$ cat config.mk
export PLATFORM = sky130hd
export DESIGN_NAME = mscc_div_stage
export DESIGN_NICKNAME = d
export VERILOG_FILES = /design/src/rtl/core/mscc_pkg.sv /design/src/rtl/core/mscc_div_stage.sv
export SDC_FILE = /design/constraint.sdc
export NUM_CORES = 1
export LEC_CHECK = 0
export BUFFER_PORTS_ARGS = -buffer_cell sky130_fd_sc_hd__buf_2
export CORE_MARGIN = 2
export CORE_UTILIZATION = 55
export CTS_CLUSTER_DIAMETER = 30
export DETAILED_ROUTE_END_ITERATION = 6
export HOLD_SLACK_MARGIN = 0.1
export PLACE_DENSITY = 0.81
export SLEW_MARGIN = 20
export SYNTH_ARGS = -nofsm -noshare
export SYNTH_HDL_FRONTEND = slang
export SYNTH_SLANG_ARGS = --single-unit
export TNS_END_PERCENT = 100
$ cat constraint.sdc
create_clock -name i_clk -period 12.85 [get_ports i_clk]
set_input_delay 2.57 -clock i_clk [delete_from_list [all_inputs] [get_ports i_clk]]
set_output_delay 2.57 -clock i_clk [all_outputs]
set_load 0.05 [all_outputs]
$ cat src/rtl/core/mscc_pkg.sv
// Package: types, edge codes and case tables for the marching-squares cell contour block.
package mscc_pkg;

    localparam int ZW   = 32;
    localparam int DENW = 34;
    localparam int REMW = 35;
    localparam int FW   = 16;

    localparam logic [1:0] EDGE_BOTTOM = 2'd0;
    localparam logic [1:0] EDGE_RIGHT  = 2'd1;
    localparam logic [1:0] EDGE_TOP    = 2'd2;
    localparam logic [1:0] EDGE_LEFT   = 2'd3;

    localparam logic REG_LEVEL = 1'b0;

    localparam logic [FW-1:0] FRAC_HALF = 16'd32768;
    localparam logic [FW-1:0] FRAC_ZERO = 16'd0;
    localparam logic [FW-1:0] FRAC_MAX  = 16'd65535;

    localparam logic [3:0] CASE_EMPTY  = 4'd0;
    localparam logic [3:0] CASE_FULL   = 4'd15;
    localparam logic [3:0] CASE_SADDLE_A = 4'd5;
    localparam logic [3:0] CASE_SADDLE_B = 4'd10;

    typedef struct packed {
        logic [9:0]           cell_col;
        logic [9:0]           cell_row;
        logic signed [ZW-1:0] z_bottom_left;
        logic signed [ZW-1:0] z_bottom_right;
        logic signed [ZW-1:0] z_top_right;
        logic signed [ZW-1:0] z_top_left;
    } t_cell_in;

    typedef struct packed {
        logic [9:0]    out_col;
        logic [9:0]    out_row;
        logic [1:0]    start_edge;
        logic [FW-1:0] start_frac;
        logic [1:0]    end_edge;
        logic [FW-1:0] end_frac;
        logic          last_segment;
    } t_seg_out;

    // one edge's division in flight
    typedef struct packed {
        logic [REMW-1:0] rem;
        logic [DENW-1:0] den;
        logic [FW-1:0]   q;
        logic            done;
    } t_div;

    // per-cell sideband that travels alongside the dividers
    typedef struct packed {
        logic [9:0] col;
        logic [9:0] row;
        logic [1:0] nseg;
        logic [1:0] e0s;
        logic [1:0] e0e;
        logic [1:0] e1s;
        logic [1:0] e1e;
    } t_side;

    function automatic logic [1:0] seg_start(input logic [3:0] c);
        logic [1:0] e;
        case (c) inside
            4'd1, 4'd3, 4'd7, 4'd14: e = EDGE_LEFT;
            4'd4, 4'd11, 4'd12:      e = EDGE_RIGHT;
            4'd8:                    e = EDGE_TOP;
            default:                 e = EDGE_BOTTOM;
        endcase
        return e;
    endfunction

    function automatic logic [1:0] seg_end(input logic [3:0] c);
        logic [1:0] e;
        case (c) inside
            4'd2, 4'd13:              e = EDGE_RIGHT;
            4'd3:                     e = EDGE_RIGHT;
            4'd4, 4'd6, 4'd7, 4'd9, 4'd11: e = EDGE_TOP;
            4'd8, 4'd12:              e = EDGE_LEFT;
            default:                  e = EDGE_BOTTOM;
        endcase
        return e;
    endfunction

endpackage

$ cat src/rtl/core/mscc_div_stage.sv
// Two restoring-division steps for one edge fraction, registered.
module mscc_div_stage
    import mscc_pkg::*;
(
    input  logic i_clk,
    input  logic i_en,
    input  t_div i_d,
    output t_div o_d
);

    t_div n_d;
    t_div r_d;

    always_comb begin
        logic [REMW-1:0] r2;
        n_d = i_d;
        for (int k = 0; k < 2; k++) begin
            r2 = {n_d.rem[REMW-2:0], 1'b0};
            if (!n_d.done) begin
                if (r2 >= {1'b0, n_d.den}) begin
                    n_d.rem = r2 - {1'b0, n_d.den};
                    n_d.q   = {n_d.q[FW-2:0], 1'b1};
                end else begin
                    n_d.rem = r2;
                    n_d.q   = {n_d.q[FW-2:0], 1'b0};
                end
            end
        end
    end

    always_ff @(posedge i_clk) begin
        if (i_en) begin
            r_d <= n_d;
        end
    end

    assign o_d = r_d;

endmodule

==> results of run 1 <==
## synth_stat cells, types with 4 or more instances
| master | instances |
|---|---|
| a21oi_1 | 82 |
| o21ai_0 | 41 |
| and3_1 | 7 |
| a211oi_1 | 27 |
| buf_2 | 9 |
| o31a_1 | 4 |
| nor2b_1 | 6 |
| xor2_1 | 30 |
| ha_1 | 68 |
| nand4_1 | 14 |
| xnor2_1 | 28 |
| clkbuf_1 | 21 |
| a221oi_1 | 20 |
| a31oi_1 | 9 |
| or3_1 | 5 |
| nor3_1 | 26 |
| nand3_1 | 18 |
| inv_1 | 45 |
| nand2_1 | 70 |
| edfxtp_1 | 86 |
| a31o_2 | 4 |
| mux2_2 | 18 |
| nor2_1 | 97 |
| a41oi_1 | 4 |
| o21a_1 | 15 |
| nand2b_1 | 8 |
| o211ai_1 | 4 |
| a21o_1 | 35 |
## power breakdown
part           total [mW]  switching, mW  internal [mW]  leakage (nW)
sequential          0.360        0.00809          0.352         0.843
combinational       0.564          0.378          0.186          2.95
clock               0.245          0.113          0.131         0.134
total                1.17          0.500          0.669          3.93
## final cells by class
cell class | count | area [sq um]
clock buffer | 9 | 225
fill | 1174 | 4810
multi-input combinational | 700 | 4800
tap | 180 | 225
inverter | 46 | 173
sequential | 86 | 2580
clock inverter | 7 | 47.5
timing repair buffer | 178 | 906
## cells by family after synthesis
kind of cell / share of synthesized area (%)
AOI/OAI and AO/OA: 25.2
xor gates and xnor gates: 6.60
adders and majority gates: 11.6
buffers and inverters: 4.37
DFF: 33.5
muxes: 3.09
and+or+nand+nor: 15.6
## critical path, delay by kind of cell
family                   cells  cell delay, ns
adder cells (fa/ha/maj)      2            0.75
AND/OR/NAND/NOR              5            0.91
buffers and inverters        4            0.89
AO/OA/AOI/OAI               12            3.88
## per-layer routing
metal	global-route usage [%]	vias up	share of wire, %
li1	-	3585	-
met1	38.8	3499	43
met2	46.2	350	46
met3	5.25	46	8.5
met4	10.5	0	2.5
met5	0	-	0
## worst paths after layout
| kind | startpoint | endpoint | slack (ns) | cells past startpoint |
|---|---|---|---|---|
| setup / recovery | i_d[45] | o_d[65]$_DFFE_PP_ | 3.99 | 23 |
| hold / removal | i_d[29] | o_d[29]$_DFFE_PP_ | 2.40 | 1 |
## through the flow
stage	setup slack (ns)	hold slack [ns]	utilization, %
finish	3.99	2.40	65.1
global placement	3.80	2.76	63.0
detailed placement	3.55	2.76	63.0
global route	3.57	2.39	65.1
CTS	3.82	2.39	65.0
floorplan	5.50	2.67	-
==> results.md, run 1 <==
* Status: finished clean
* Core area at 13800 sq um
* Crit share post-route at 68.9%
* Mean Syn Cell Area at 8.86 sq um
* Synth Cell Area at 7700 sq um
* Worst setup SP type: primary input
* Final min period at 8.86 ns
* Hold buffers post-CTS at 0
* Post-DP Area at 8680 sq um
* DIE AREA at 15000 sq um
* Most frequent cells in the layout: 172 x buf_2, 96 x nor2_1, 86 x edfxtp_1
* PwrDens at 131 nW/um^2
* Die Y at 122 um
* Share of cells above drive strength 1 at 22.1%
* Vias/cell at 6.20
* Crit path cell chain: buf_2 -> inv_1 -> ha_1 -> a21oi_1 -> nor2b_1 -> a2111oi_0 -> nand2_1 -> o31ai_4 -> buf_4 -> clkinv_1 -> nand2_1 -> o21ai_0 -> ha_1 -> nor2b_1 -> o31a_1 -> o21ai_1 -> a31oi_1 -> a211oi_2 -> o31a_1 -> o21a_1 -> o21a_2 -> nor2_4 -> a221oi_1
* Setup TNS at 0 ns
* Final hold violation count at 0
* Port bufs at 173
* Worst Tran Pin Value at 0.946 ns
* Total wire length at 21200 um
* Setup CP Type: primary input to flop
* FP Rows at 43
* Post-Syn Instances at 869
* Total number of yosys warnings at 0
* Crit. End Element: flop
* Maximum level of the CTS H-tree at 3
* Starting Density at 55.9%
* Post-CTS Setup Repair Bufs at 0
* Syn_nets at 1027
* Top FF cell, synth: edfxtp_1
* RD Place Congestion at 0.964
* Clock transition at path regs at 0.07 ns
* Register area share after synthesis at 33.5%
* Max VDD drop at 0.0720 mV
* Max reg flops at 86
* Finished Cell Area at 8960 sq um
* Critical Path Fanout Max at 41
* Synth area leader: edfxtp_1
* Final-report setup violation count at 0
* Unique masters post-synth at 70
* Commonest non-fill, non-tap cell in the layout: buf_2
* DIE WIDTH at 122 um
* IO Pins at 174
* Hold WC Path Type: primary input to flop
* DP Cell Count at 1190
* WL per Instance at 17.6 um
* # clock sinks at 86
* Highest clock rate at 113 MHz
* Total CTS buffers at 9
* PostCTS Resize Cnt at 0
* Layout Cells excl Fill at 1206
* Rel. slew slack at 36.9%
* Via Count at 7480
* First-pass GRT wire length at 34000 um
* CP arrival at 9.01 ns
* Crit-path max cell delay at 0.77 ns
* Largest cells by area after synthesis: edfxtp_1 34%, ha_1 11%, a21oi_1 5.3%, nor2_1 4.7%, a21o_1 3.4%
* Critical Path RT at 13.00 ns
* Initial antenna violation count at 0
* DP HPWL at 16300 um
* Vias in the first global route at 7035
* Inserted Diodes at 0
* GRT Resource Usage Total at 28.7%
* CTS Root Buffer Type: clkbuf_16
* Max-Cap Viols at 0
* RSZ-0062 raised after global routing: no
* Area delta synth->final at 16.3%
* Leak at 3.93 nW
* Largest net degree at the start of global routing at 74
* Slowest cell on crit path: o21a_2
* First-pass DRT Iterations at 5
* Yosys reg bits at 86
* Top cell type's share of synthesized area at 33.5%
* DRC errors left at 0
* Async SR Flop Fraction at 0%
* Remaining global-route overflow at 0
* First DRT Iteration DRCs at 608
* CTS tree: yes
* CTS Buffer Depth at 2
* Nets@finish at 1179
* Total power at 1.17 mW
* Post-synth EDFFs at 86
* DRT antenna net count at 0
* Count of pins over their slew limit at 0
No activity file was read; power rests on OpenSTA's default activity.
==> run 2, diff against run 1 <==
Settings changed: ABC_AREA from default to 1, PLACE_DENSITY 0.81 to 0.8.
Clock period 12.85 ns to 8.7 ns, I/O delays scaled along.
==> run 2 against run 1 <==
Total power up 58%. Clock power up 64%. Die area up 15%. Critical endpoint is now o_d[57]$_DFFE_PP_. Hold slack worse by 0.83 ns. Synthesized cell count up 54%. Setup slack worse by 2.3 ns. Combinational power up 63%. Sequential power up 47%. Non-clock buffer count unchanged. Critical path depth up 6.
==> results.md, run 2 <==
* Leak at 5.24 nW
* CTS tree: yes
* Destination of the worst hold path: o_d[24]$_DFFE_PP_
* Starting Density at 56.3%
* Layout Cells excl Fill at 1726
* WL per Instance at 17.2 um
* Hold buffers post-CTS at 0
* Crit share post-route at 80.3%
* # clock sinks at 86
* Final-report setup violation count at 0
* Post-DP Area at 9970 sq um
* Largest cells by area after synthesis: edfxtp_1 29%, nand2_1 16%, ha_1 9.5%, inv_1 8.2%, nor2_1 8.0%
* Crit path from: i_d[27]
* Rel. slew slack at 38.1%
* Count of pins over their slew limit at 0
* Nets@finish at 1663
* Slowest cell on crit path: inv_1
* Status: finished clean
* Most frequent cells in the layout: 374 x nand2_1, 195 x inv_1, 191 x nor2_1
* Post-Synth XOR/XNOR Area at 5.19%
* Top FF cell, synth: edfxtp_1
* RD Place Congestion at 1.07
* Remaining global-route overflow at 0
* Crit. End Element: flop
* Total wire length at 29700 um
* Register area share after synthesis at 28.9%
* Post-Syn Instances at 1340
* Most frequent cells after synthesis: 374 x nand2_1, 196 x inv_1, 191 x nor2_1
* Area delta synth->final at 15.0%
* Multiplexer area fraction after synthesis at 0%
* CTS Buffer Depth at 2
* Initial antenna violation count at 0
* # fillers at 1519
* IO Pins at 174
* DRC errors left at 0
* Max VDD drop at 0.0943 mV
* Vias/cell at 5.48
* Largest family of logic cells by synthesized area: simple AND/OR/NAND/NOR gates
* Worst hold path stage count at 1
* PwrDens at 180 nW/um^2
* First-pass DRT Iterations at 5
* Post-synthesis adder-cell area fraction at 9.97%
* Setup CP Type: primary input to flop
* Highest clock rate at 143 MHz
* Via Count at 9463
* DP HPWL at 24700 um
* Commonest non-fill, non-tap cell in the layout: nand2_1
* Critical Path RT at 8.79 ns
* Mean Syn Cell Area at 6.67 sq um
* Max reg flops at 86
* Die Y at 131 um
* Critical Path Fanout Max at 25
* Port bufs at 173
* Inserted Diodes at 0
* CP arrival at 7.08 ns
* Maximum level of the CTS H-tree at 3
* Finished Cell Area at 10300 sq um
* Setup TNS at 0 ns
* Vias in the first global route at 8529
* Worst setup SP type: primary input
* Largest net degree at the start of global routing at 72
* GRT Resource Usage Total at 33.7%
* PostCTS Resize Cnt at 0
* Yosys reg bits at 86
* Synth area leader: edfxtp_1
* DIE AREA at 17300 sq um
* CTS Root Buffer Type: clkbuf_16
* Crit-path max cell delay at 0.52 ns
* Unique masters post-synth at 42
* Post-CTS Setup Repair Bufs at 0
* DP Cell Count at 1710
* Syn_nets at 1498
* Final hold violation count at 0
* Max-Cap Viols at 0
* HP Start: i_d[24]
* Synth Cell Area at 8940 sq um
* DRT antenna net count at 0
* Total CTS buffers at 9
* Post-synth EDFFs at 86
* First-pass GRT wire length at 45700 um
* FP Rows at 46
* Final min period at 6.99 ns
* Async SR Flop Fraction at 0%
* Synth Area in Simple Gates at 32.5%
* Total number of yosys warnings at 0
* Final Util at 64.7%
* Count leader, synth: nand2_1
* Top cell type's share of synthesized area at 28.9%
* Share of cells above drive strength 1 at 15.1%
* Synth Area in Compound Gates at 13.5%
* Clock transition at path regs at 0.07 ns
* Hold WC Path Type: primary input to flop
* DIE WIDTH at 131 um
* First DRT Iteration DRCs at 1189
* Worst Tran Pin Value at 0.928 ns
* Core area at 15900 sq um
* RSZ-0062 raised after global routing: no
run 2: cell count changes in the layout (fill, tap and decap cells not counted), sizes merged, moves of 10 or more:
cell	change
a221oi	-20
o21a	-11
mux2	-19
inv	+155
nand3	+48
a21o	-26
o21ai	+43
a211oi	-28
nand2	+315
o21bai	+14
nor2	+98
a21oi	-10
run 2: cell families after synthesis:
kind of cell | Yosys count
buffers and inverters | 223
flip-flops | 86
AO/OA/AOI/OAI | 213
XOR/XNOR | 53
adder cells (fa/ha/maj) | 70
AND/OR/NAND/NOR | 695
run 2: worst max-delay path, delay by kind of cell:
kind / cells / cell delay (ns)
fa+ha+maj: 2 / 0.65
compound gates: 5 / 1.28
buf+inv: 7 / 1.30
simple gates: 15 / 2.09
run 2: final cells by class:
cell class / instances / area [sq um] / area share, %
Clock buffer: 9 / 225 / 2.19
Timing Repair Buffer: 178 / 906 / 8.82
Clock inverter: 7 / 81.3 / 0.791
Sequential cell: 86 / 2580 / 25.1
Tap cell: 216 / 270 / 2.63
Multi-Input combinational cell: 1031 / 5460 / 53.2
Inverter: 199 / 747 / 7.27
run 2: through the flow:
| stage | hold slack, ns | power [mW] | setup slack [ns] |
|---|---|---|---|
| after CTS | 1.57 | 1.83 | 1.90 |
| final | 1.57 | 1.85 | 1.71 |
| after global placement | 1.93 | 1.43 | 1.68 |
| after detailed placement | 1.93 | 1.43 | 1.54 |
| after floorplan | 1.84 | 1.21 | 3.09 |
| after global routing | 1.58 | 1.95 | 1.33 |
run 2: worst max path at each step:
stage	end	depth (start not counted)
global route	o_d[69]$_DFFE_PP_	29
detailed placement	o_d[69]$_DFFE_PP_	29
floorplan	o_d[61]$_DFFE_PP_	30
CTS	o_d[57]$_DFFE_PP_	29
global placement	o_d[69]$_DFFE_PP_	29
finish	o_d[57]$_DFFE_PP_	29
run 2: report_power, final:
group / switching, mW / internal (mW) / total [mW]
combinational: 0.655 / 0.265 / 0.920
sequential: 0.0113 / 0.519 / 0.530
clock: 0.176 / 0.227 / 0.403
run 2: routing by layer:
layer,track usage [%],part of all wire [%]
met5,0,0
met4,9.60,3.0
met3,5.32,10
met2,50.2,42
met1,50.4,45
==> run 3, diff against run 2 <==
Settings changed: ABC_AREA 1 to 0, PLACE_DENSITY 0.8 to 0.81.
Clock period 8.7 ns to 7.2 ns, I/O delays scaled along.
==> run 3 against run 2 <==
Total power increased by 14%. First-iteration DRC count decreased by 39%. Die area decreased by 13%. Sequential power increased by 21%. Non-clock buffer count increased by 15. Design area decreased by 12%. Largest cell class unchanged.
==> results.md, run 3 (synthesized netlist as in run 1, its figures left out) <==
* Status: finished clean
* Starting Density at 55.9%
* DP Cell Count at 1205
* Routed length on met1 at 9250 um
* Worst setup SP type: primary input
* Inserted Diodes at 0
* CTS Buffer Depth at 2
* Layout Cells excl Fill at 1221
* Remaining global-route overflow at 0
* Crit share post-route at 92.8%
* GRT Resource Usage Total at 28.9%
* Most frequent cells in the layout: 172 x buf_2, 97 x nor2_1, 86 x edfxtp_1
* Die Y at 122 um
* RSZ-0062 raised after global routing: no
* PostCTS Resize Cnt at 0
* Rel. slew slack at 50.4%
* DRT antenna net count at 0
* CP arrival at 6.88 ns
* Commonest non-fill, non-tap cell in the layout: buf_2
* DIE AREA at 15000 sq um
* # clock sinks at 86
* Hold WC Path Type: primary input to flop
* Critical Path RT at 7.40 ns
* Final-report setup violation count at 0
* First DRT Iteration DRCs at 724
* Largest net degree at the start of global routing at 55
* Initial antenna violation count at 0
* Highest clock rate at 150 MHz
* PwrDens at 233 nW/um^2
* First-pass DRT Iterations at 5
* Nets@finish at 1194
* DP HPWL at 16800 um
* First-pass GRT wire length at 34200 um
* Hold buffers post-CTS at 0
* Setup CP Type: primary input to flop
* RD Place Congestion at 0.970
* Clock transition at path regs at 0.07 ns
* IO Pins at 174
* Total wire length at 21600 um
* Max-Cap Viols at 0
* Setup TNS at 0 ns
* Critical Path Fanout Max at 9
* Total CTS buffers at 9
* Port bufs at 173
* Max VDD drop at 0.155 mV
* Core area at 13800 sq um
* Final min period at 6.68 ns
* DIE WIDTH at 122 um
* Final worst slack at 0.520 ns
* Maximum level of the CTS H-tree at 3
* Share of cells above drive strength 1 at 23.1%
* DRC errors left at 0
* Worst Tran Pin Value at 0.745 ns
* Final hold violation count at 0
* Vias in the first global route at 7013
* Post-CTS Setup Repair Bufs at 0
* WL per Instance at 17.7 um
* CTS Root Buffer Type: clkbuf_16
* CTS tree: yes
* Met3 WL at 1920 um
* Leak at 4.01 nW
* Area delta synth->final at 18.0%
* Count of pins over their slew limit at 0
* # fillers at 1164
* Met2 wire len at 9750 um
* Crit. End Element: flop
* Max reg flops at 86
* Hold Slack at 1.27 ns
* FP Rows at 43
* Via Count at 7520
* Max Used Layer: met4
* Setup WS pre-CTS at 0.275 ns
* Vias/cell at 6.16
==> run 3: cell count changes in the layout (fill, tap and decap cells not counted), moves of 18 or more <==
cell,previous run,this run
a221oi_1,0,20
nand2_1,374,70
mux2_2,0,18
a21o_1,9,35
nor2_1,191,97
inv_1,195,45
nand3_1,64,18
a211oi_1,1,27
o21ai_0,85,41
==> run 3: per-layer routing <==
layer  up-vias  GRT usage [%]
met5         -              0
met4         0           11.6
met3        58           4.04
met2       408           46.8
met1      3425           39.2
li1       3629              -
==> run 3: area by class of cell <==
class	count	area [sq um]	area share, %
clock buffer	10	229	2.52
clock inverter	6	45.0	0.496
sequential	86	2580	28.4
timing repair buffer	193	1040	11.5
inverter	46	173	1.90
multi-input combinational	700	4790	52.7
tap	180	225	2.48
==> run 3: worst paths after layout <==
kind | startpoint | endpoint | slack, ns | cells past startpoint
max | i_d[18] | o_d[85]$_DFFE_PP_ | 0.52 | 23
min | i_d[25] | o_d[25]$_DFFE_PP_ | 1.27 | 1
==> run 3: report_power, final <==
group | internal [mW] | total [mW] | switching [mW]
Sequential | 0.629 | 0.643 | 0.0148
Clock | 0.236 | 0.441 | 0.205
Combinational | 0.352 | 1.03 | 0.682
==> run 3: per-stage QoR <==
step | util [%] | power (mW) | area [sq um]
6_report | 66.0 | 2.12 | 9090
5_1_grt | 66.0 | 2.23 | 9090
3_5_place_dp | 64.0 | 1.67 | 8820
4_1_cts | 66.0 | 2.11 | 9090
3_3_place_gp | 64.0 | 1.66 | 8820
2_1_floorplan | - | 1.41 | 7700
==> run 3: critical path, stage by stage <==
cell and delay (ns):
buf_2 0.13, inv_1 0.10, ha_1 0.31, nor2b_2 0.16, o2111ai_2 0.15, a211oi_2 0.40, o21ai_2 0.17, a2111oi_4 0.44
o31ai_4 0.11, buf_4 0.19, mux2_2 0.29, mux2_2 0.27, ha_1 0.34, nor2b_1 0.17, o2111ai_1 0.24, a31oi_1 0.17
o22ai_1 0.36, o2111ai_1 0.31, nand2_1 0.19, o21ai_0 0.16, o31a_1 0.29, or3_1 0.31, a31oi_1 0.17
